===== config.mk =====
export PLATFORM = sky130hd
export DESIGN_NAME = pmst_datapath
export DESIGN_NICKNAME = d
export VERILOG_FILES = /design/src/hdl/pmst_pkg.sv /design/src/hdl/pmst_datapath.sv
export SDC_FILE = /design/constraint.sdc
export NUM_CORES = 1
export LEC_CHECK = 0
export BUFFER_PORTS_ARGS = -buffer_cell sky130_fd_sc_hd__buf_2
export CAP_MARGIN = 30
export CELL_PAD_IN_SITES_DETAIL_PLACEMENT = 0
export CELL_PAD_IN_SITES_GLOBAL_PLACEMENT = 1
export CORE_AREA = 2 2 139 141
export CTS_CLUSTER_SIZE = 40
export DETAILED_ROUTE_END_ITERATION = 10
export DIE_AREA = 0 0 141 143
export PLACE_DENSITY = 0.59
export SLEW_MARGIN = 30
export SYNTH_ARGS = -nofsm -noshare
export SYNTH_HDL_FRONTEND = slang
export SYNTH_SLANG_ARGS = --single-unit

===== constraint.sdc =====
create_clock -name clk_i -period 3.45 [get_ports clk_i]
set_clock_uncertainty 0.2 [all_clocks]
set_input_delay 0.69 -clock clk_i [delete_from_list [all_inputs] [get_ports clk_i]]
set_output_delay 0.69 -clock clk_i [all_outputs]
set_load 0.03 [all_outputs]

===== src/hdl/pmst_pkg.sv =====
// Package for the Prim spanning tree block: field widths, operation and
// condition codes, control structs and the sequencer's microprogram.
// No dependencies; the sequencer, datapath, top level and checker import it.
`default_nettype none

package pmst_pkg;

  localparam int unsigned VertexW  = 5;
  localparam int unsigned WeightW  = 16;
  localparam int unsigned CountW   = 6;
  localparam int unsigned TdataW   = 32;
  localparam int unsigned ApbAddrW = 3;
  localparam int unsigned ApbDataW = 32;
  localparam int unsigned StepW    = 3;

  localparam logic [CountW-1:0] VertexCountReset = 6'd32;

  // Register indexes (word index taken from paddr[2]).
  localparam logic RegVertexCount = 1'b0;

  typedef enum logic {
    OP_WRITE = 1'b0,
    OP_RUN   = 1'b1
  } op_e;

  typedef logic [StepW-1:0] step_t;

  // Program steps.
  localparam step_t StepIdle   = 3'd0;
  localparam step_t StepInit   = 3'd1;
  localparam step_t StepRound  = 3'd2;
  localparam step_t StepScan   = 3'd3;
  localparam step_t StepDrain  = 3'd4;
  localparam step_t StepEmit   = 3'd5;
  localparam step_t StepNext   = 3'd6;
  localparam step_t StepReturn = 3'd7;

  typedef enum logic [2:0] {
    COND_TRUE      = 3'd0,
    COND_RUN       = 3'd1,
    COND_ONE       = 3'd2,
    COND_SCAN_LAST = 3'd3,
    COND_OUT_FREE  = 3'd4,
    COND_MORE      = 3'd5
  } cond_e;

  // Control lines from the sequencer to the datapath.
  typedef struct packed {
    logic in_ready;
    logic init_sel;
    logic clr_scan;
    logic scan_en;
    logic emit;
  } ctrl_t;

  // Status lines from the datapath back to the sequencer.
  typedef struct packed {
    logic run_req;
    logic one_vertex;
    logic scan_last;
    logic out_free;
    logic more_rounds;
  } cond_t;

  typedef struct packed {
    ctrl_t ctrl;
    cond_e cond;
    logic  jmp_on;
    step_t target;
  } uword_t;

  // Microprogram: the next step is target when the selected condition equals
  // jmp_on, otherwise the following step.
  function automatic uword_t ucode(step_t pc);
    uword_t w;
    w = '{ctrl: '0, cond: COND_TRUE, jmp_on: 1'b0, target: StepIdle};
    case (pc)
      StepIdle: begin
        w.ctrl.in_ready = 1'b1;
        w.cond          = COND_RUN;
        w.jmp_on        = 1'b0;
        w.target        = StepIdle;
      end
      StepInit: begin
        w.ctrl.init_sel = 1'b1;
        w.cond          = COND_ONE;
        w.jmp_on        = 1'b1;
        w.target        = StepIdle;
      end
      StepRound: begin
        w.ctrl.clr_scan = 1'b1;
      end
      StepScan: begin
        w.ctrl.scan_en = 1'b1;
        w.cond         = COND_SCAN_LAST;
        w.jmp_on       = 1'b0;
        w.target       = StepScan;
      end
      StepDrain: begin
        w.cond = COND_TRUE;
      end
      StepEmit: begin
        w.ctrl.emit = 1'b1;
        w.cond      = COND_OUT_FREE;
        w.jmp_on    = 1'b0;
        w.target    = StepEmit;
      end
      StepNext: begin
        w.cond   = COND_MORE;
        w.jmp_on = 1'b1;
        w.target = StepRound;
      end
      StepReturn: begin
        w.cond   = COND_TRUE;
        w.jmp_on = 1'b1;
        w.target = StepIdle;
      end
      default: begin
        w.cond   = COND_TRUE;
        w.jmp_on = 1'b1;
        w.target = StepIdle;
      end
    endcase
    return w;
  endfunction

endpackage

`default_nettype wire


===== src/hdl/pmst_datapath.sv =====
// Datapath of the spanning tree engine: scan counters, selected-vertex bits,
// best-edge compare, round counter and the output register.
// Depends on pmst_pkg; reads the weight matrix through pmst_ram.
`default_nettype none

module pmst_datapath
  import pmst_pkg::*;
#(
  parameter int unsigned MAX_VERTICES = 32,
  parameter int unsigned WEIGHT_BITS  = 16
) (
  input  wire logic                                        clk_i,
  input  wire logic                                        rst_ni,
  input  wire ctrl_t                                       ctrl_i,
  output      cond_t                                       cond_o,
  input  wire logic                                        run_req_i,
  input  wire logic [CountW-1:0]                           v_used_i,
  output      logic [$clog2(MAX_VERTICES*MAX_VERTICES)-1:0] raddr_o,
  input  wire logic [WEIGHT_BITS-1:0]                      rdata_i,
  input  wire logic                                        out_ready_i,
  output      logic                                        out_valid_o,
  output      logic [VertexW-1:0]                          out_from_o,
  output      logic [VertexW-1:0]                          out_to_o,
  output      logic [WeightW-1:0]                          out_weight_o,
  output      logic                                        out_not_found_o,
  output      logic                                        out_last_o
);

  localparam int unsigned VB = $clog2(MAX_VERTICES);
  localparam int unsigned AW = $clog2(MAX_VERTICES*MAX_VERTICES);

  logic [VB-1:0]           i_q, j_q;
  logic [VB-1:0]           p_i_q, p_j_q;
  logic                    p_valid_q, p_ok_q;
  logic                    found_q;
  logic [WEIGHT_BITS-1:0]  best_q;
  logic [VB-1:0]           bx_q, by_q;
  logic [MAX_VERTICES-1:0] sel_q;
  logic [CountW-1:0]       rcnt_q;
  logic [CountW-1:0]       last_idx;
  logic                    j_wrap, hit, out_free, do_emit;
  logic                    out_valid_q;
  logic [VertexW-1:0]      o_from_q, o_to_q;
  logic [WeightW-1:0]      o_weight_q;
  logic                    o_nf_q, o_last_q;

  assign last_idx = v_used_i - CountW'(1);
  assign j_wrap   = (CountW'(j_q) == last_idx);
  assign raddr_o  = AW'(i_q) * AW'(MAX_VERTICES) + AW'(j_q);

  // The entry read in the previous cycle is valid now; candidates keep the
  // first of equal weights, which gives the lowest source then destination.
  assign hit = p_valid_q && p_ok_q && (rdata_i != '0) && (!found_q || rdata_i < best_q);

  assign out_free = !out_valid_q || out_ready_i;
  assign do_emit  = ctrl_i.emit && out_free;

  assign cond_o.run_req     = run_req_i;
  assign cond_o.one_vertex  = (v_used_i == CountW'(1));
  assign cond_o.scan_last   = (CountW'(i_q) == last_idx) && j_wrap;
  assign cond_o.out_free    = out_free;
  assign cond_o.more_rounds = (rcnt_q != last_idx);

  always_ff @(posedge clk_i or negedge rst_ni) begin
    if (!rst_ni) begin
      i_q       <= '0;
      j_q       <= '0;
      p_valid_q <= 1'b0;
      found_q   <= 1'b0;
      sel_q     <= '0;
      rcnt_q    <= '0;
    end else begin
      p_valid_q <= ctrl_i.scan_en;
      if (ctrl_i.clr_scan) begin
        i_q     <= '0;
        j_q     <= '0;
        found_q <= 1'b0;
      end else begin
        if (ctrl_i.scan_en) begin
          if (j_wrap) begin
            j_q <= '0;
            i_q <= i_q + VB'(1);
          end else begin
            j_q <= j_q + VB'(1);
          end
        end
        if (hit) begin
          found_q <= 1'b1;
        end
      end
      if (ctrl_i.init_sel) begin
        sel_q    <= MAX_VERTICES'(1);
        rcnt_q   <= '0;
      end else if (do_emit) begin
        sel_q[by_q] <= 1'b1;
        rcnt_q      <= rcnt_q + CountW'(1);
      end
    end
  end

  always_ff @(posedge clk_i) begin
    p_ok_q <= sel_q[i_q] && !sel_q[j_q];
    if (ctrl_i.clr_scan) begin
      best_q <= '0;
      bx_q   <= '0;
      by_q   <= '0;
    end else if (hit) begin
      best_q <= rdata_i;
      bx_q   <= p_i_q;
      by_q   <= p_j_q;
    end
  end

  // Vertex indexes travel alongside the RAM read.
  always_ff @(posedge clk_i) begin
    p_i_q <= i_q;
    p_j_q <= j_q;
  end

  always_ff @(posedge clk_i or negedge rst_ni) begin
    if (!rst_ni) begin
      out_valid_q <= 1'b0;
    end else if (do_emit) begin
      out_valid_q <= 1'b1;
    end else if (out_ready_i) begin
      out_valid_q <= 1'b0;
    end
  end

  always_ff @(posedge clk_i) begin
    if (do_emit) begin
      o_from_q   <= VertexW'(bx_q);
      o_to_q     <= VertexW'(by_q);
      o_weight_q <= WeightW'(best_q);
      o_nf_q     <= !found_q;
      o_last_q   <= (rcnt_q == v_used_i - CountW'(2));
    end
  end

  assign out_valid_o     = out_valid_q;
  assign out_from_o      = o_from_q;
  assign out_to_o        = o_to_q;
  assign out_weight_o    = o_weight_q;
  assign out_not_found_o = o_nf_q;
  assign out_last_o      = o_last_q;

endmodule

`default_nettype wire


# Word level (Yosys, flattened, before mapping)
# Cells that the tools add are included.
[op_classes]
addsub = 6
n_lt_le_gt_ge = 5
n_eq_ne = 5
muxes = 20
bitwise_logic = 1
reduce_logical = 19
[op_table]
columns = ["op", "n"]
rows = [
  ["$mux 32", 2],
  ["$or 32x32->32", 1],
  ["$mux 5", 6],
  ["$lt 5x6->1 const B", 3],
  ["$lt 16x16->1", 1],
  ["$reduce_bool 16->1", 1],
  ["$eq 5x6->1", 2],
  ["$mux 6", 2],
  ["$add 10x5->10", 1],
  ["$add 5x1->5 const B", 2],
  ["$bmux 1 s5", 2],
  ["$reduce_bool 2->1", 5],
  ["$logic_and 1x1->1", 7],
  ["$mux 1", 7],
  ["$add 6x1->6 const B", 1],
  ["$eq 6x1->1 const B", 1],
  ["$eq 6x6->1", 1],
  ["$ne 6x6->1", 1],
  ["$sub 6x1->6 const B", 1],
  ["$sub 6x2->6 const B", 1],
  ["$demux 1 s5", 1],
  ["$ge 5x1->1 const B", 1],
  ["$logic_not 1->1", 3],
  ["$logic_or 1x1->1", 2],
  ["$reduce_and 2->1", 1],
]
[totals]
register_bits = 116
input_bits = 31
wordCells = 74

# Depth between registers and ports, before layout
# Gate-level depths: netlist (run 1).
[depth]
depth_word = 7
mapped_depth = 9
ltp_nobuf = 7

# Worst setup path before layout (run 1)
# Ideal clock, no wire load.
[synth_timing]
path_type = "input to output"
start = "input v_used_i[0]"
end = "output cond_o[2] (netlist name)"
arrival_ns = 2.795
slack_ns = -0.235
stages = 8
path_cell_list = "clkbuf_1 -> inv_1 -> ha_1 -> xor3_1 -> nor3_1 -> nand4b_1 -> or4_1 -> nor2_1"
[synth_lines]
columns = ["item", "line_no", "rtl"]
rows = [
  ["start, declared", "pmst_datapath.sv:17", "input wire logic [CountW-1:0] v_used_i,"],
  ["end, declared", "pmst_datapath.sv:15", "output cond_t cond_o,"],
]

==> results.yml, run 1 <==
yosys:
  synthTopCellsByCount: "67 x a21oi_1, 58 x nor2_1, 51 x dfrtp_1"
  synth_flop_cell: "dfrtp_1"
  synth_most_common_cell: "a21oi_1"
  async_flop_share: 0.4397
  avgSynthCellArea_um2: 10.01
  netlist_area_um2: 6235
  ys_ff_latch: 116
  synth_top_area_share: 0.2047
  ys_seq_area_frac: 0.4584
  yosysWarnings: 0
  synth_cell_types: 57
  yosysTopAreaCell: "dfrtp_1"
  synthCells: 623
  synth_edf_count: 28
  synth_fp_nets: 676
  synthTopCellsByArea: "dfrtp_1 20%, edfxtp_1 13%, dfxtp_1 12%"
power_and_ir_drop:
  irDropWorstVdd_uv: 366.8
  total_power_w: 0.003954
  powerDensity_nw_per_um2: 516.1
  p_leak_nw: 2.990
worst_setup_path:
  cp_data_required_time_ns: 2.56
  path_max_fanout: 4
  end_kind: "output port"
  r2r-end: "by_q[0]"
  path_cells: "buf_2 -> inv_4 -> ha_2 -> a21boi_4 -> buf_6 -> xnor2_1 -> xnor2_1 -> or4_4 -> nor2_4 -> buf_6"
  reg2reg_depth: 8
  critPathMaxStageDelay_ns: 0.54
  critPathKind: "primary input to output port"
  crit_start: "v_used_i[1]"
  crit_path_start_kind: "primary input"
  critPathArrivalTime_ns: 2.48
  rr_startpoint: "best_q[9]"
  slowest_stage: "or4_4"
  r2r_setup_slack_ns: 0.62
cts:
  cts_root_buffer: "clkbuf_16"
  cts_htree_levels: 4
  cts_tree: "done"
  clk_path_buf_depth: 2
  cts_buffers: 17
  clkSinkCount: 116
  clk_pin_slew_ns: 0.05
  insertion_delay_ns: 0.42
detailed_routing:
  vias: 5226
  route.detailed.drc: 0
  wl_per_cell_um: 18.38
  routed_wl_mm: 17.28
  post_drt_via_cell_ratio: 5.560
  drt_iter0_markers: 378
  antenna_left: 0
  first_pass_iters: 5
timing:
  maxSlewViolCount: 0
  setup_viol: 0
  worstMarginPinSlew_ns: 0.9181
  post-route-period-util: 0.9757
  setup_ws_ns: 0.08390
  hold_ws_ns: 0.06428
  min_period_ns: 3.366
  max_freq_ghz: 0.2971
  max-slew-margin-rel: 0.3879
  hold_viol_final: 0
floorplanning:
  fp.dieH_um: 143
  ios: 75
  die_w_um: 141
  start_util: 0.3356
  dieArea_um2: 20160
  core_area_um2: 18580
  rows: 50
grt:
  grt_pass1_vias: 5154
  grt_max_degree: 55
  grt-ovfl-total: 0
  grtUsageTotal: 0.1787
  grt_pass1_wl_mm: 28.04
  antenna_found_initial: 0
layout:
  final_core_util: 0.4123
  fin_nets: 746
  drive_gt1_frac: 0.2323
  area_delta_synth_final_pct: 22.86
  antenna_cells: 0
placement:
  dp_hpwl_mm: 11.04
  io_buffers: 71
  dp_slack_ns: -0.1600
  place_congestion: 0.7993
status:
  status: "finished clean"
worst_hold_path:
  hp-class: "primary input to asynchronous set/reset pin"
job:
  maxCapViolations: 0
## critical path: cells and delay by family
| kind | cells | cell delay (ns) |
|---|---|---|
| XOR/XNOR | 2 | 0.26 |
| adder cells (fa/ha/maj) | 1 | 0.17 |
| buffers and inverters | 4 | 0.47 |
| AND/OR/NAND/NOR | 2 | 0.66 |
| AO/OA/AOI/OAI | 1 | 0.22 |
## report_power, final
group	internal, W	total [W]	switching, W
Sequential	0.00146	0.00149	0.0000275
Clock	0.00132	0.00196	0.000635
Combinational	0.000174	0.000507	0.000332
Total	0.00296	0.00395	0.000995
## metal layers
| layer | vias to the layer above | part of all wire | global-route usage |
|---|---|---|---|
| li1 | 2470 | - | - |
| met4 | 0 | 0.012 | 0.05211 |
| met1 | 2589 | 0.46 | 0.2336 |
| met3 | 16 | 0.050 | 0.04762 |
| met2 | 151 | 0.48 | 0.2924 |
| met5 | - | 0 | 0 |
## worst max path at each step
| stage | cells after the start | slack (ns) | to |
|---|---|---|---|
| after CTS | 10 | 0.01 | cond_o[0] |
| after global placement | 9 | -0.10 | cond_o[2] |
| final | 10 | 0.08 | cond_o[2] |
| after floorplan | 8 | 0.005 | cond_o[2] |
| after global routing | 10 | -0.0003 | cond_o[2] |
| after detailed placement | 10 | -0.16 | cond_o[0] |
## metrics by stage
stage                        TNS, ns  std cells  area, µm²
after detailed placement     -0.2984        905       6922
final                              0        940       7660
after global placement       -0.1983        905       6922
after CTS                          0        939       7630
after global routing      -0.0002944        940       7660
after floorplan                    0        623       6247
## layout by cell type, fill, tap and decap left out, drive strengths merged, types with 5 or more instances in the layout
master	netlist	layout
and3	5	5
nor2b	13	13
edfxtp	28	28
dfxtp	37	37
nand2b	9	9
a21oi	67	67
nand4	7	7
dfrtp	51	51
nor3	32	32
clkbuf	46	26
nor3b	8	8
mux4	16	16
o21ai	7	7
nor2	58	58
ha	22	22
xor2	8	8
o311ai	54	54
nand3	5	5
buf	9	106
inv	21	21
mux2i	9	9
nand2	44	44
xnor2	16	16
## sequential cells by signal (all words and copies together) (netlist names)
name,cells
sel_q,32
best_q,16
out_weight_o,16
rcnt_q,6
bx_q,5
by_q,5
i_q,5
j_q,5
out_from_o,5
out_to_o,5
p_i_q,5
p_j_q,5
found_q,1
out_last_o,1
out_not_found_o,1
out_valid_o,1
p_ok_q,1
p_valid_q,1
## repair_timing
item                       CTS  global route
gates resized for setup      8             6
buffers inserted             2             1
setup endpoints to repair    2             2
pin swaps                    1             3
hold buffers                 0             0
## area by class of cell
| type | instances | area [µm²] |
|---|---|---|
| multi-input combinational | 429 | 3113 |
| timing repair buffer | 106 | 646.9 |
| tap | 234 | 292.8 |
| sequential | 116 | 2858 |
| clock buffer | 26 | 553.0 |
| clock inverter | 6 | 107.6 |
| inverter | 23 | 88.84 |
| fill | 1790 | 10920 |
## cell families after synthesis
| kind of cell | share of synthesized area |
|---|---|
| fa+ha+maj | 0.04415 |
| buf+inv | 0.05218 |
| flops | 0.4584 |
| simple gates | 0.1579 |
| compound gates | 0.1704 |
| xor+xnor | 0.04114 |
| mux | 0.07586 |
No activity file was read; power rests on OpenSTA's default activity.
==> inputs of run 2 (changes only) <==
- clock period: 3.45 -> 3.7 ns (I/O delays scaled with it)
==> run 2 against run 1 <==
Effect of this change: routed wire length increased by 1.9%; first-iteration DRC count decreased by 1.6%; global-route usage increased by 0.43 points; sequential power decreased by 7%; largest cell class unchanged; highest routed layer unchanged; final cell count decreased by 0.43%; count of clock-buffer cells in the layout increased by 1; clock power decreased by 23%.
==> results.yml, run 2 (synthesis gave the netlist of run 1 again) <==
floorplanning:
  core_area_um2: 18580
  dieArea_um2: 20160
  die_w_um: 141
  rows: 50
  fp.dieH_um: 143
  start_util: 0.3356
  ios: 75
grt:
  grt_max_degree: 53
  antenna_found_initial: 0
  grtUsageTotal: 0.1830
  grt_pass1_vias: 5385
  grt_pass1_wl_mm: 28.87
  grt-ovfl-total: 0
timing:
  finalSetupTns_ns: 0
  post-route-period-util: 0.9597
  hold_viol_final: 0
  worstMarginPinSlew_ns: 0.7593
  max-slew-margin-rel: 0.4938
  rsz0062_at_grt: "no"
  max_freq_ghz: 0.2816
  maxSlewViolCount: 0
  setup_ws_ns: 0.1492
  setup_viol: 0
  min_period_ns: 3.551
cts:
  cts_htree_levels: 4
  clk_path_buf_depth: 2
  cts_tree: "done"
  post_cts.repair.setup_buffers: 0
  clkSinkCount: 116
  cts_root_buffer: "clkbuf_16"
  cts_buffers: 17
  clk_pin_slew_ns: 0.05
  insertion_delay_ns: 0.40
worst_setup_path:
  critPathMaxStageDelay_ns: 0.54
  end_kind: "output port"
  cp_data_required_time_ns: 2.76
  critPathArrivalTime_ns: 2.61
  worst-path-buf-inv: 3
  slowest_stage: "or4_1"
  critPathKind: "primary input to output port"
  crit_path_start_kind: "primary input"
  critPathTopFamily: "simple AND/OR/NAND/NOR gates"
  path_cells: "buf_2 -> inv_2 -> ha_4 -> xor3_1 -> nor3_1 -> nand4b_1 -> or4_1 -> nor2_2 -> clkbuf_4"
  path_max_fanout: 4
detailed_routing:
  route.detailed.drc: 0
  antenna_left: 0
  post_drt_via_cell_ratio: 5.524
  vias: 5170
  first_pass_iters: 4
  drt_iter0_markers: 372
  wl_per_cell_um: 18.81
  routed_wl_mm: 17.61
layout:
  final_common_cell: "buf_2"
  final_cell_mix: "70 x buf_2, 67 x a21oi_1, 57 x nor2_1"
  drive_gt1_frac: 0.2179
  top_register: "sel_q"
  fin_nets: 743
  antenna_cells: 0
  area_delta_synth_final_pct: 20.05
  largest_reg_flops: 32
power_and_ir_drop:
  power_frac_seq: 0.412
  switching_share: 0.2638
  combPwrFrac: 0.139
  irDropWorstVdd_uv: 285.1
  power.share.clock: 0.449
  p_int_w: 0.002481
  p_sw_w: 0.0008893
  powerDensity_nw_per_um2: 450.3
  p_leak_nw: 2.911
placement:
  dp_hpwl_mm: 11.46
  dp_slack_ns: 0.01223
  io_buffers: 71
  place_congestion: 0.8385
status:
  status: "finished clean"
job:
  maxCapViolations: 0
worst_hold_path:
  hp-class: "primary input to asynchronous set/reset pin"
## run 2: cell types whose count changed in the layout (fill, tap and decap cells not counted), moves of 2 or more
cell       change
clkbuf_1       +2
buf_6          -3
clkbuf_16      -2
buf_4          -2
bufinv_16      -3
## run 2: power groups by stage
stage / Combinational, W / Sequential [W] / Clock (W)
3_3_place_gp: 0.000457 / 0.00141 / 0
3_5_place_dp: 0.000465 / 0.00141 / 0
2_1_floorplan: 0.000264 / 0.00146 / 0
4_1_cts: 0.000467 / 0.00139 / 0.00154
6_report: 0.000467 / 0.00139 / 0.00151
5_1_grt: 0.000517 / 0.00140 / 0.00161
## run 2: cell type report
type	count	area, µm²
Clock buffer	27	524.3
Clock inverter	4	21.27
Fill cell	1807	11100
Inverter	23	86.33
Multi-Input combinational cell	429	3092
Sequential cell	116	2858
Tap cell	234	292.8
Timing Repair Buffer	103	610.6
## run 2: repair_timing
item / 4_1_cts / 5_1_grt
resized for setup: 0 / 6
hold buffers: 0 / 0
setup endpoints to repair: 0 / 2
## run 2: final timing paths
check                            start  slack, ns            end  cells after the start
min                             rst_ni       0.07      sel_q[18]                      1
min in group clk_i             bx_q[4]       0.22  out_from_o[4]                      0
max                        v_used_i[1]       0.15      cond_o[2]                      9
min reg2reg                    bx_q[4]       0.22  out_from_o[4]                      0
max reg2reg                  best_q[9]       0.93        by_q[0]                      8
max in group asynchronous       rst_ni       2.39         j_q[3]                      2
## run 2: metal layers
| metal | vias up | GRT usage | share of wire |
|---|---|---|---|
| li1 | 2453 | - | - |
| met1 | 2558 | 0.2340 | 0.45 |
| met5 | - | 0 | 0 |
| met2 | 141 | 0.3153 | 0.50 |
| met4 | 0 | 0.05105 | 0.012 |
| met3 | 18 | 0.03789 | 0.045 |
## run 2: stage by stage
| stage | util | hold slack, ns | total power (W) | area (µm²) | cells |
|---|---|---|---|---|---|
| after floorplan | - | 0.2005 | 0.001719 | 6237 | 623 |
| after global routing | 0.4028 | 0.08549 | 0.003522 | 7485 | 936 |
| after CTS | 0.4014 | 0.06357 | 0.003402 | 7458 | 936 |
| after global placement | 0.3721 | 0.2110 | 0.001870 | 6913 | 905 |
| after detailed placement | 0.3721 | 0.2083 | 0.001879 | 6913 | 905 |
| final | 0.4028 | 0.07359 | 0.003371 | 7485 | 936 |
