===== src/hdl/pmst_pkg.sv =====
// Package for the Prim spanning tree block: field widths, operation and
// condition codes, control structs and the sequencer's microprogram.
// No dependencies; the sequencer, datapath, top level and checker import it.
`default_nettype none

package pmst_pkg;

  localparam int unsigned VertexW  = 5;
  localparam int unsigned WeightW  = 16;
  localparam int unsigned CountW   = 6;
  localparam int unsigned TdataW   = 32;
  localparam int unsigned ApbAddrW = 3;
  localparam int unsigned ApbDataW = 32;
  localparam int unsigned StepW    = 3;

  localparam logic [CountW-1:0] VertexCountReset = 6'd32;

  // Register indexes (word index taken from paddr[2]).
  localparam logic RegVertexCount = 1'b0;

  typedef enum logic {
    OP_WRITE = 1'b0,
    OP_RUN   = 1'b1
  } op_e;

  typedef logic [StepW-1:0] step_t;

  // Program steps.
  localparam step_t StepIdle   = 3'd0;
  localparam step_t StepInit   = 3'd1;
  localparam step_t StepRound  = 3'd2;
  localparam step_t StepScan   = 3'd3;
  localparam step_t StepDrain  = 3'd4;
  localparam step_t StepEmit   = 3'd5;
  localparam step_t StepNext   = 3'd6;
  localparam step_t StepReturn = 3'd7;

  typedef enum logic [2:0] {
    COND_TRUE      = 3'd0,
    COND_RUN       = 3'd1,
    COND_ONE       = 3'd2,
    COND_SCAN_LAST = 3'd3,
    COND_OUT_FREE  = 3'd4,
    COND_MORE      = 3'd5
  } cond_e;

  // Control lines from the sequencer to the datapath.
  typedef struct packed {
    logic in_ready;
    logic init_sel;
    logic clr_scan;
    logic scan_en;
    logic emit;
  } ctrl_t;

  // Status lines from the datapath back to the sequencer.
  typedef struct packed {
    logic run_req;
    logic one_vertex;
    logic scan_last;
    logic out_free;
    logic more_rounds;
  } cond_t;

  typedef struct packed {
    ctrl_t ctrl;
    cond_e cond;
    logic  jmp_on;
    step_t target;
  } uword_t;

  // Microprogram: the next step is target when the selected condition equals
  // jmp_on, otherwise the following step.
  function automatic uword_t ucode(step_t pc);
    uword_t w;
    w = '{ctrl: '0, cond: COND_TRUE, jmp_on: 1'b0, target: StepIdle};
    case (pc)
      StepIdle: begin
        w.ctrl.in_ready = 1'b1;
        w.cond          = COND_RUN;
        w.jmp_on        = 1'b0;
        w.target        = StepIdle;
      end
      StepInit: begin
        w.ctrl.init_sel = 1'b1;
        w.cond          = COND_ONE;
        w.jmp_on        = 1'b1;
        w.target        = StepIdle;
      end
      StepRound: begin
        w.ctrl.clr_scan = 1'b1;
      end
      StepScan: begin
        w.ctrl.scan_en = 1'b1;
        w.cond         = COND_SCAN_LAST;
        w.jmp_on       = 1'b0;
        w.target       = StepScan;
      end
      StepDrain: begin
        w.cond = COND_TRUE;
      end
      StepEmit: begin
        w.ctrl.emit = 1'b1;
        w.cond      = COND_OUT_FREE;
        w.jmp_on    = 1'b0;
        w.target    = StepEmit;
      end
      StepNext: begin
        w.cond   = COND_MORE;
        w.jmp_on = 1'b1;
        w.target = StepRound;
      end
      StepReturn: begin
        w.cond   = COND_TRUE;
        w.jmp_on = 1'b1;
        w.target = StepIdle;
      end
      default: begin
        w.cond   = COND_TRUE;
        w.jmp_on = 1'b1;
        w.target = StepIdle;
      end
    endcase
    return w;
  endfunction

endpackage

`default_nettype wire


===== src/hdl/pmst_useq.sv =====
// Microcoded sequencer: step counter, microprogram table and jump logic.
// Depends on pmst_pkg for the control word, condition codes and program.
`default_nettype none

module pmst_useq
  import pmst_pkg::*;
(
  input  wire logic  clk_i,
  input  wire logic  rst_ni,
  input  wire cond_t cond_i,
  output      ctrl_t ctrl_o
);

  step_t  pc_q, pc_d;
  uword_t uw;
  logic   cond_val;

  assign uw     = ucode(pc_q);
  assign ctrl_o = uw.ctrl;

  always_comb begin
    case (uw.cond)
      COND_TRUE:      cond_val = 1'b1;
      COND_RUN:       cond_val = cond_i.run_req;
      COND_ONE:       cond_val = cond_i.one_vertex;
      COND_SCAN_LAST: cond_val = cond_i.scan_last;
      COND_OUT_FREE:  cond_val = cond_i.out_free;
      COND_MORE:      cond_val = cond_i.more_rounds;
      default:        cond_val = 1'b1;
    endcase
  end

  always_comb begin
    if (cond_val == uw.jmp_on) begin
      pc_d = uw.target;
    end else begin
      pc_d = pc_q + step_t'(1);
    end
  end

  always_ff @(posedge clk_i or negedge rst_ni) begin
    if (!rst_ni) begin
      pc_q <= StepIdle;
    end else begin
      pc_q <= pc_d;
    end
  end

endmodule

`default_nettype wire


===== config.mk =====
export PLATFORM = sky130hd
export DESIGN_NAME = pmst_useq
export DESIGN_NICKNAME = d
export VERILOG_FILES = /design/src/hdl/pmst_pkg.sv /design/src/hdl/pmst_useq.sv
export SDC_FILE = /design/constraint.sdc
export NUM_CORES = 1
export LEC_CHECK = 0
export ABC_AREA = 1
export BUFFER_PORTS_ARGS = -buffer_cell sky130_fd_sc_hd__buf_4
export CELL_PAD_IN_SITES_DETAIL_PLACEMENT = 1
export CELL_PAD_IN_SITES_GLOBAL_PLACEMENT = 2
export CORE_MARGIN = 2
export CORE_UTILIZATION = 28
export CTS_BUF_LIST = sky130_fd_sc_hd__clkbuf_4 sky130_fd_sc_hd__clkbuf_8
export DETAILED_ROUTE_END_ITERATION = 8
export GPL_ROUTABILITY_DRIVEN = 1
export PLACE_DENSITY_LB_ADDON = 0.1
export SYNTH_ARGS = -nofsm -noshare
export SYNTH_HDL_FRONTEND = slang
export SYNTH_SLANG_ARGS = --single-unit

===== constraint.sdc =====
create_clock -name clk_i -period 2.3 [get_ports clk_i]
set_input_delay 0 -clock clk_i [delete_from_list [all_inputs] [get_ports clk_i]]
set_output_delay 0 -clock clk_i [all_outputs]
set_load 0.1 [all_outputs]

Word-level counts from Yosys, hierarchy flattened
Cells that the tools add are included.

Word-level logic and storage cells: 25. Register bits: 3. Input port bits: 7.

Add/subtract/negate cells: 1. Reductions and logical operators: 2. Equality and inequality tests: 12. Mux-type cells: 9.

Operators by type and width (count): case mux 4 bit (4 select lines) (1); equality test 3 bit, second input constant (5); case mux 3 bit (5 select lines) (1); equality test 3 x 2 -> 1 bit, second input constant (4); equality test 3 x 1 -> 1 bit, second input constant (2); 2-to-1 mux 1 bit (5); case mux 1 bit (5 select lines) (1); adder 3 x 1 -> 3 bit, second input constant (1); zero test 3 bit (1); 2-to-1 mux 3 bit (1); OR reduction 2 bit (1); equality test 1 bit (1).

Logic depth before layout (Yosys ltp)
Gate-level depths: netlist (run 1).

Depth after elaboration: 6. Gate-level depth with buffers: 12.

Worst setup path before layout (run 1)
No wires, ideal clock.

Kind: reg-to-reg. From: reg pc_q[0]. To: reg pc_q[2]. Period minus slack after synthesis: 2.738 ns. Path slack: -0.438 ns. Stages on the path, launching flop included: 12. Path buffers: 0. Data required time: 2.180 ns. Setup time: 0.120 ns. Data arrival time: 2.618 ns. Path through: dfrtp_1 > inv_1 > ha_1 > inv_1 > nor2_1 > nand2_1 > inv_1 > a21oi_1 > nand3_1 > nand2_1 > nand3_1 > nand2_1.

Longest elaborated chain between the ends: 6.

RTL lines: start, declared (line pmst_useq.sv:14) `step_t pc_q, pc_d;`; start signal, assigned (line pmst_useq.sv:43) `pc_q <= StepIdle;`; start signal, assigned (line pmst_useq.sv:45) `pc_q <= pc_d;`; equality test 3 bit, or another cell as far along (line pmst_pkg.sv:77) `case (pc)`; case mux 3 bit (5 select lines) (line pmst_pkg.sv:77); equality test 3 bit, or another cell as far along (line pmst_useq.sv:22) `case (uw.cond)`; case mux 1 bit (5 select lines) (line pmst_useq.sv:22); equality test 1 bit (line pmst_useq.sv:34) `if (cond_val == uw.jmp_on) begin`; 2-to-1 mux 3 bit (*) (line pmst_useq.sv:34); net pc_d[2] (line pmst_useq.sv:14).

The timed path passes the listed nets; every way through them passes the cells marked *.

Worst setup path after layout (run 1)
From: reg pc_q[2]. To: reg pc_q[0].

Same word-level chain as after synthesis.

==> results of run 1 <==
==> metrics by stage <==
stage          worst slack (ns)  instances  hold slack, ns  area (µm²)
3_3_place_gp              0.481         98          -0.211         522
5_1_grt                   0.359        103          0.0971         562
6_report                  0.550        103          0.0977         562
2_1_floorplan            0.0314         72          -0.296         430
3_5_place_dp              0.543         98          -0.209         522
4_1_cts                   0.529        103          0.0825         562
==> cell type report <==
type                       instances  area (µm²)  area share
clock buffer                       4        30.0      0.0535
timing repair buffer              12        92.6       0.165
sequential                         3        75.1       0.134
multi-input combinational         52         284       0.506
tap                               16        20.0      0.0356
inverter                          16        60.1       0.107
==> layout by cell type (no fill, tap or decap) <==
cell type      synthesis  routed
nand2_2                2       2
buf_4                  0      11
clkbuf_4               0       4
nor2_1                 8       6
ha_1                   5       5
dlygate4sd3_1          0       1
inv_2                  2       2
nand2_4                2       2
nor2_2                 2       4
dfrtp_1                3       3
nand2_1               21      21
nand3_1               11      11
inv_1                 14      14
a21oi_1                1       1
==> synth_stat cells <==
master,number
a21oi_1,1
nand2_2,2
ha_1,5
nand3_1,11
nor2_1,8
buf_6,1
nand2_1,21
inv_1,14
dfrtp_1,3
nand2_4,2
nor2_2,2
inv_2,2
==> critical path, delay by kind of cell (launching register included) <==
kind / cells / cell delay (ns)
AND/OR/NAND/NOR: 7 / 0.60
flip-flops: 1 / 0.59
adder cells (fa/ha/maj): 1 / 0.24
buffers and inverters: 2 / 0.21
==> cell families after synthesis <==
group	Yosys count	synth area share
AO/OA/AOI/OAI	1	0.0118
AND/OR/NAND/NOR	46	0.497
buffers and inverters	17	0.168
flip-flops	3	0.176
adder cells (fa/ha/maj)	5	0.147
==> metal layers <==
layer	part of all wire	up-vias	GRT usage	wire length [µm]
met5	0	-	0	0
met4	0	0	0.0909	0
met3	0.037	0	0.0255	42
met2	0.51	10	0.236	582
met1	0.45	213	0.182	507
li1	-	244	-	-
==> how the worst min path moves through the flow <==
stage / depth (start not counted) / slack (ns) / endpoint / from
5_1_grt: 2 / 0.1 / pc_q[0] / rst_ni
2_1_floorplan: 0 / -0.30 / pc_q[0] / rst_ni
3_5_place_dp: 1 / -0.21 / pc_q[2] / rst_ni
4_1_cts: 2 / 0.08 / pc_q[1] / rst_ni
3_3_place_gp: 1 / -0.21 / pc_q[2] / rst_ni
6_report: 2 / 0.1 / pc_q[1] / rst_ni
==> qor.yml, run 1 <==
synth:
  netlist_area_um2: 425
  ys_seq_area_frac: 0.176
  synthCells: 72
  syn-mean-instance-area_um2: 5.91
  yosysUniqueCellTypes: 12
  synth.top_cells.by_area: "nand2_1 19%, dfrtp_1 18%, ha_1 15%"
  synth-seq-cells: 3
  yosysTopAreaCell: "nand2_1"
  synth_top_area_share: 0.185
  ys.warnings.count: 0
  syn-num-nets: 84
floorplanning:
  rows: 14
  chipWidth_um: 43.0
  initial_core_util: 0.289
  dieArea_um2: 1850
  dieHeight_um: 43.0
  io_pins: 12
  core-area_um2: 1470
final_layout:
  largest_reg_flops: 3
  syn2layout_area_growth_pct: 32.1
  top_register: "pc_q"
  reg_top3: "pc_q x3"
  fill_cells: 203
  diodes: 0
  drive_gt1_frac: 0.287
  postLayoutCoreUtil: 0.382
  fin_nets: 100
timing:
  finClkSkew_ns: 0.00227
  slew_headroom: 0.714
  hold_viol: 0
  tns_ns: 0
  drv_slew: 0
  fin_crit_sh: 0.761
  fin_crit_ns: 1.75
  setup_viol: 0
  grt_setup_unrepaired: "no"
  worst_pin_slew_ns: 0.429
  max_freq_mhz: 571
cts:
  hold_buffers: 1
  cts_sinks: 3
  cts_root_buf: "clkbuf_4"
  cts_setup_buffers: 0
  cts_made_buffers: 3
  clk-insertion-delay-late_ns: 0.23
  cts_resized: 0
  clkTransAtPathRegs_ns: 0.04
  htreeDepth: 1
  cts_tree: "done"
  cts_max_path_buffers: 2
job:
  cap_violations: 0
grt:
  grt_pass1_wl_mm: 1.98
  grt-ovfl-total: 0
  grt_pass1_vias: 453
  grt_usage: 0.148
  grt_max_degree: 9
  antenna_found_initial: 0
run_status:
  status: "finished, final reports clean"
critical_path:
  crit_path_end: "pc_q[0]"
  crit_path_top_delay_cell: "dfrtp_1"
  crit_top_cell: "nand3_1"
  setup.worst_path.start: "pc_q[2]"
  path_max_fanout: 8
  start_kind: "register"
  max_stage_delay_ns: 0.59
  required_ns: 2.42
  cp.arrival_ns: 1.87
  critPathKind: "reg2reg"
  critPathCaptureType: "register"
  reg2reg_slack_ns: 0.55
  crit_path_cell_trace: "inv_2 > ha_1 > inv_1 > nand2_2 > nor2_1 > nand3_1 > nand3_1 > nand2_1 > nand3_1 > nand2_1"
  rr_worst_depth: 10
  r2r_end: "pc_q[0]"
  r2r-start: "pc_q[2]"
detailed_routing:
  viasPerCell: 4.53
  vias: 467
  dr.pass1.iters: 4
  antenna_left: 0
  first_iter_violations: 8
  finalWirelength_mm: 1.13
  wire_per_inst_um: 11.0
  drc: 0
place:
  dp_hpwl_um: 951
  port_buffers: 11
  place_congestion: 0.717
hold_path:
  min_path_type: "in2async"
Power of run 1 is left out: the tool's default activity adds up to more than one toggle a clock period on the data nets, which glitch-free logic cannot reach.
==> inputs of run 2 (changes only) <==
--- a/config.mk
+++ b/config.mk
@@ -10,7 +10,7 @@
 export CELL_PAD_IN_SITES_DETAIL_PLACEMENT = 1
 export CELL_PAD_IN_SITES_GLOBAL_PLACEMENT = 2
 export CORE_MARGIN = 2
-export CORE_UTILIZATION = 28
+export CORE_UTILIZATION = 23
 export CTS_BUF_LIST = sky130_fd_sc_hd__clkbuf_4 sky130_fd_sc_hd__clkbuf_8
 export DETAILED_ROUTE_END_ITERATION = 8
 export GPL_ROUTABILITY_DRIVEN = 1
==> constraint.sdc (replaced) <==
create_clock -name clk_i -period 1.49 [get_ports clk_i]
set_input_delay 0 -clock clk_i [delete_from_list [all_inputs] [get_ports clk_i]]
set_output_delay 0 -clock clk_i [all_outputs]
set_load 0.1 [all_outputs]
==> run 2 against run 1 <==
Effect of this change:
- the flow now finishes with violations (setup timing)
- via count grew 6.2%
- final area grew 47%
- wire length is 17% higher
==> qor.yml, run 2 (synthesis results as in run 1) <==
floorplanning:
  dieArea_um2: 2210  # was 1850 µm²
  io_pins: 12  # unchanged
  dieHeight_um: 47.0  # was 43.0 µm
  rows: 15  # was 14
  initial_core_util: 0.246  # was 0.289
  core-area_um2: 1730  # was 1470 µm²
  chipWidth_um: 47.0  # was 43.0 µm
timing:
  fin_crit_ns: 1.55  # was 1.75 ns
  worst_slack_ns: -0.0618  # was 0.550 ns
  setup_viol: 3  # was 0
  drv_slew: 0  # unchanged
  max_freq_mhz: 644  # was 571 MHz
  worst_pin_slew_ns: 0.278  # was 0.429 ns
  fin_crit_sh: 1.04  # was 0.761
  hold_viol: 0  # unchanged
  finClkSkew_ns: 0.00715  # was 0.00227 ns
  grt_setup_unrepaired: "yes"  # was no
  slew_headroom: 0.816  # was 0.714
grt:
  grt-ovfl-total: 0  # unchanged
  antenna_found_initial: 0  # unchanged
  grt_usage: 0.148  # about the same
  grt_pass1_wl_mm: 2.22  # was 1.98 mm
  grt_max_degree: 8  # was 9
  grt_pass1_vias: 508  # was 453
critical_path:
  crit_path_cell_trace: "inv_4 > buf_6 > ha_4 > inv_4 > nor2_4 > nand2_1 > inv_1 > a21oi_2 > nand3_2 > nand2_2 > nand3_2 > nand2_1"  # was inv_2 > ha_1 > inv_1 > nand2_2 > nor2_1 > nand3_1 > nand3_1 > nand2_1 > nand3_1 > nand2_1
  reg2reg_slack_ns: -0.06  # was 0.55 ns
  rr_worst_depth: 12  # was 10
  critPathKind: "reg2reg"  # unchanged
  cp.arrival_ns: 1.66  # was 1.87 ns
  path_max_fanout: 4  # was 8
  crit_path_top_delay_cell: "dfrtp_2"  # was dfrtp_1
  max_stage_delay_ns: 0.45  # was 0.59 ns
  r2r_end: "pc_q[0]"  # unchanged
  critPathCaptureType: "register"  # unchanged
  r2r-start: "pc_q[0]"  # was pc_q[2]
  required_ns: 1.60  # was 2.42 ns
  start_kind: "register"  # unchanged
run_status:
  status: "finished with violations"  # was finished, final reports clean
  violations: "setup timing"
final_layout:
  top_register: "pc_q"  # unchanged
  syn2layout_area_growth_pct: 94.1  # was 32.1%
  drive_gt1_frac: 0.646  # was 0.287
  fin_nets: 112  # was 100
  final_common_cell: "buf_4"  # was nand2_1
  reg_top3: "pc_q x3"  # unchanged
  diodes: 0  # unchanged
  final_cell_mix: "18 x buf_4, 15 x nand2_1, 8 x inv_1, 7 x nand3_2"  # was 21 x nand2_1, 14 x inv_1, 11 x nand3_1, 11 x buf_4, 6 x nor2_1
  largest_reg_flops: 3  # unchanged
  postLayoutCoreUtil: 0.478  # was 0.382
detailed_routing:
  first_iter_violations: 3  # was 8
  wire_per_inst_um: 10.7  # was 11.0 µm
  drc: 0  # unchanged
  dr.pass1.iters: 2  # was 4
  vias: 496  # was 467
  finalWirelength_mm: 1.33  # was 1.13 mm
  antenna_left: 0  # unchanged
  viasPerCell: 4.00  # was 4.53
cts:
  cts_tree: "done"  # unchanged
  cts_sinks: 3  # unchanged
  cts_max_path_buffers: 2  # unchanged
  htreeDepth: 1  # unchanged
  cts_made_buffers: 3  # unchanged
  clk-insertion-delay-late_ns: 0.23  # about the same
  cts_root_buf: "clkbuf_4"  # unchanged
  clkTransAtPathRegs_ns: 0.04  # about the same
hold_path:
  min_path_type: "in2async"  # unchanged
place:
  place_congestion: 0.700  # was 0.717
  dp_hpwl_mm: 1.04  # was 951 µm
  port_buffers: 11  # unchanged
job:
  cap_violations: 0  # unchanged
[run 2: cell types whose count changed in the layout (fill, tap and decap cells not counted), sizes merged]
cell  change
buf      +12
[run 2: area by class of cell]
type	instances	area, µm²
Inverter	16	65.1
Timing Repair Buffer	24	201
Fill cell	221	901
Clock buffer	4	30.0
Tap cell	25	31.3
Sequential cell	3	77.6
Multi-Input combinational cell	52	420
[run 2: layer usage]
layer	up-vias	share of wire	global-route usage
li1	269	-	-
met1	220	0.46	0.186
met2	7	0.51	0.266
met3	0	0.021	0.0231
met4	0	0	0.0333
met5	-	0	0
[run 2: how the worst max path moves through the flow]
stage	start	to	slack, ns	cells past startpoint
floorplan	pc_q[0]	pc_q[2]	-0.33	11
global placement	pc_q[0]	pc_q[2]	-0.08	9
detailed placement	pc_q[0]	pc_q[0]	-0.14	10
CTS	pc_q[0]	pc_q[1]	-0.07	12
global route	pc_q[0]	pc_q[1]	-0.20	12
finish	pc_q[0]	pc_q[0]	-0.06	12
[run 2: what timing repair did]
action	in CTS	in global routing
hold endpoints to repair	3	0
hold buffers	1	0
gates resized for setup	25	9
endpoints found under the setup margin	3	7
buffers inserted	2	0
pin swaps	12	2
cloned	0	0
[run 2: through the flow]
step | hold WS (ns) | std cells | area (µm²) | TNS [ns] | setup slack [ns]
6_report | 0.114 | 124 | 826 | -0.146 | -0.0618
5_1_grt | 0.127 | 124 | 826 | -0.565 | -0.204
4_1_cts | 0.101 | 124 | 797 | -0.180 | -0.0737
3_5_place_dp | -0.207 | 117 | 651 | -0.384 | -0.142
3_3_place_gp | -0.209 | 117 | 651 | -0.243 | -0.0818
2_1_floorplan | -0.296 | 72 | 473 | -0.979 | -0.330
[run 2: worst max-delay path, delay by kind of cell (launching register included)]
kind	cells	cell delay, ns
buffers and inverters	4	0.31
adder cells (fa/ha/maj)	1	0.13
flip-flops	1	0.45
AO/OA/AOI/OAI	1	0.03
AND/OR/NAND/NOR	6	0.50
Power of run 2 is left out for the same reason.
==> inputs of run 3 (changes only) <==
--- a/config.mk
+++ b/config.mk
@@ -10,7 +10,7 @@
 export CELL_PAD_IN_SITES_DETAIL_PLACEMENT = 1
 export CELL_PAD_IN_SITES_GLOBAL_PLACEMENT = 2
 export CORE_MARGIN = 2
-export CORE_UTILIZATION = 23
+export CORE_UTILIZATION = 26
 export CTS_BUF_LIST = sky130_fd_sc_hd__clkbuf_4 sky130_fd_sc_hd__clkbuf_8
 export DETAILED_ROUTE_END_ITERATION = 8
 export GPL_ROUTABILITY_DRIVEN = 1
==> constraint.sdc (replaced) <==
create_clock -name clk_i -period 1.73 [get_ports clk_i]
set_input_delay 0 -clock clk_i [delete_from_list [all_inputs] [get_ports clk_i]]
set_output_delay 0 -clock clk_i [all_outputs]
set_load 0.1 [all_outputs]
==> run 3 against run 2 <==
Effect of this change:
- the run now ends clean
- sequential share of layout area grew 2.2 points
- cell count fell by 14%
- wire length decreased by 8.1%
- critical path depth decreased by 1
- final area is 19% lower
- non-clock buffer count fell by 8
- core utilization shrank 3.7 points
- register-to-register slack improved by 0.19 ns
- worst hold slack worse by 0.034 ns
- sequential cell count stayed put
- critical path type unchanged
- critical endpoint is now pc_q[1]
==> qor.yml, run 3 (synthesis results as in run 1) <==
place:
  placed_area_um2: 574  # was 651 µm²
  place_ws_ns: 0.0857  # was -0.142 ns
  place_congestion: 0.694  # was 0.700
  port_buffers: 11  # unchanged
  dp_hpwl_um: 939  # was 1.04 mm
critical_path:
  reg2reg_slack_ns: 0.13  # was -0.06 ns
  worst-path-stages: 11  # was 12
  max_stage_delay_ns: 0.43  # was 0.45 ns
  crit_top_cell: "nand2_1"
  crit_buf_inv: 2  # was 4
  r2r_end: "pc_q[1]"  # was pc_q[0]
  crit_path_cell_trace: "ha_4 > ha_4 > inv_1 > nand2_2 > inv_1 > nand2_1 > nand2_1 > nor2_2 > nand3_2 > nand3_1 > nand2_1"  # was inv_4 > buf_6 > ha_4 > inv_4 > nor2_4 > nand2_1 > inv_1 > a21oi_2 > nand3_2 > nand2_2 > nand3_2 > nand2_1
  crit_path_end: "pc_q[1]"  # was pc_q[0]
  required_ns: 1.86  # was 1.60 ns
  rr_worst_depth: 11  # was 12
  critPathCaptureType: "register"  # unchanged
  r2r-start: "pc_q[1]"  # was pc_q[0]
  start_kind: "register"  # unchanged
  critPathKind: "reg2reg"  # unchanged
  cp.arrival_ns: 1.73  # was 1.66 ns
  setup.worst_path.start: "pc_q[1]"  # was pc_q[0]
  path_max_fanout: 3  # was 4
  crit_path_top_delay_cell: "dfrtp_2"  # unchanged
  cpLargestDelayFamily: "simple AND/OR/NAND/NOR gates"  # unchanged
final_layout:
  diodes: 0  # unchanged
  fin_nets: 104  # was 112
  final_common_cell: "nand2_1"  # was buf_4
  syn2layout_area_growth_pct: 57.9  # was 94.1%
  reg_top3: "pc_q x3"  # unchanged
  drive_gt1_frac: 0.462  # was 0.646
  top_register: "pc_q"  # unchanged
  postLayoutCellArea_um2: 672  # was 826 µm²
  largest_reg_flops: 3  # unchanged
  fill_cells: 209  # was 221
  final_cell_mix: "21 x nand2_1, 15 x buf_4, 11 x inv_1, 9 x nand3_1, 5 x nor2_1"  # was 18 x buf_4, 15 x nand2_1, 8 x inv_1, 7 x nand3_2
timing:
  drv_slew: 0  # unchanged
  fin_crit_sh: 0.924  # was 1.04
  finClkSkew_ns: 0.00152  # was 0.00715 ns
  fin_crit_ns: 1.60  # was 1.55 ns
  setup_viol: 0  # was 3
  worst_slack_ns: 0.131  # was -0.0618 ns
  slew_headroom: 0.816  # about the same
  worst_pin_slew_ns: 0.278  # about the same
  worst_hold_slack_ns: 0.0796  # was 0.114 ns
  max_freq_mhz: 626  # was 644 MHz
  hold_viol: 0  # unchanged
run_status:
  status: "finished, final reports clean"  # was finished with violations
detailed_routing:
  first_iter_violations: 7  # was 3
  antenna_left: 0  # unchanged
  drc: 0  # unchanged
  wire_per_inst_um: 11.4  # was 10.7 µm
  finalWirelength_mm: 1.22  # was 1.33 mm
  viasPerCell: 4.37  # was 4.00
  dr.pass1.iters: 3  # was 2
  vias: 468  # was 496
hold_path:
  min_path_type: "in2async"  # unchanged
grt:
  grt_usage: 0.137  # was 0.148
  grt-ovfl-total: 0  # unchanged
  antenna_found_initial: 0  # unchanged
  grt_max_degree: 7  # was 8
  grt_pass1_vias: 439  # was 508
  grt_pass1_wl_mm: 1.89  # was 2.22 mm
floorplanning:
  dieArea_um2: 1980  # was 2210 µm²
  io_pins: 12  # unchanged
  initial_core_util: 0.279  # was 0.246
  chipWidth_um: 44.5  # was 47.0 µm
  core-area_um2: 1520  # was 1730 µm²
  dieHeight_um: 44.5  # was 47.0 µm
  rows: 14  # was 15
cts:
  cts_max_path_buffers: 2  # unchanged
  clk-insertion-delay-late_ns: 0.25  # was 0.23 ns
  clkTransAtPathRegs_ns: 0.04  # about the same
  htreeDepth: 1  # unchanged
  cts_sinks: 3  # unchanged
  cts_made_buffers: 3  # unchanged
  cts_tree: "done"  # unchanged
  cts_root_buf: "clkbuf_4"  # unchanged
job:
  cap_violations: 0  # unchanged
-- run 3: worst min-delay path by stage --
stage,from,to,slack (ns),depth (start not counted)
floorplan,rst_ni,pc_q[0],-0.30,0
global placement,rst_ni,pc_q[0],-0.21,1
detailed placement,rst_ni,pc_q[0],-0.21,1
CTS,rst_ni,pc_q[0],0.06,2
global route,rst_ni,pc_q[2],0.08,2
finish,rst_ni,pc_q[2],0.08,2
-- run 3: layer usage --
metal | track usage | wire (µm) | up-vias
met3 | 0.0245 | 41 | 2
li1 | - | - | 252
met4 | 0.0909 | 21 | 0
met1 | 0.166 | 523 | 204
met2 | 0.221 | 636 | 10
met5 | 0 | 0 | -
-- run 3: worst reg2reg max path: cells and delay by family (launching register included) --
family / cells / cell delay [ns]
adders and majority gates: 2 / 0.31
DFF: 1 / 0.43
and+or+nand+nor: 7 / 0.64
buffers and inverters: 2 / 0.11
-- run 3: final cells by class --
cell class	instances	area [µm²]	area share
Timing Repair Buffer	16	123	0.182
Tap cell	16	20.0	0.0298
Inverter	16	62.6	0.0931
Sequential cell	3	77.6	0.115
Multi-Input combinational cell	52	359	0.534
Clock buffer	4	30.0	0.0447
-- run 3: repair_timing --
action                                  4_1_cts  5_1_grt
hold endpoints to repair                      3        0
setup buffers                                 0        2
hold buffers                                  1        0
gates resized for setup                       0       11
endpoints found under the setup margin        0        3
-- run 3: stage by stage --
step / cells / utilization / TNS [ns]
floorplan: 72 / - / -0.259
global placement: 100 / 0.377 / 0
detailed placement: 100 / 0.377 / 0
CTS: 105 / 0.403 / 0
global route: 107 / 0.441 / -0.0223
finish: 107 / 0.441 / 0
Power of run 3 is left out for the same reason.
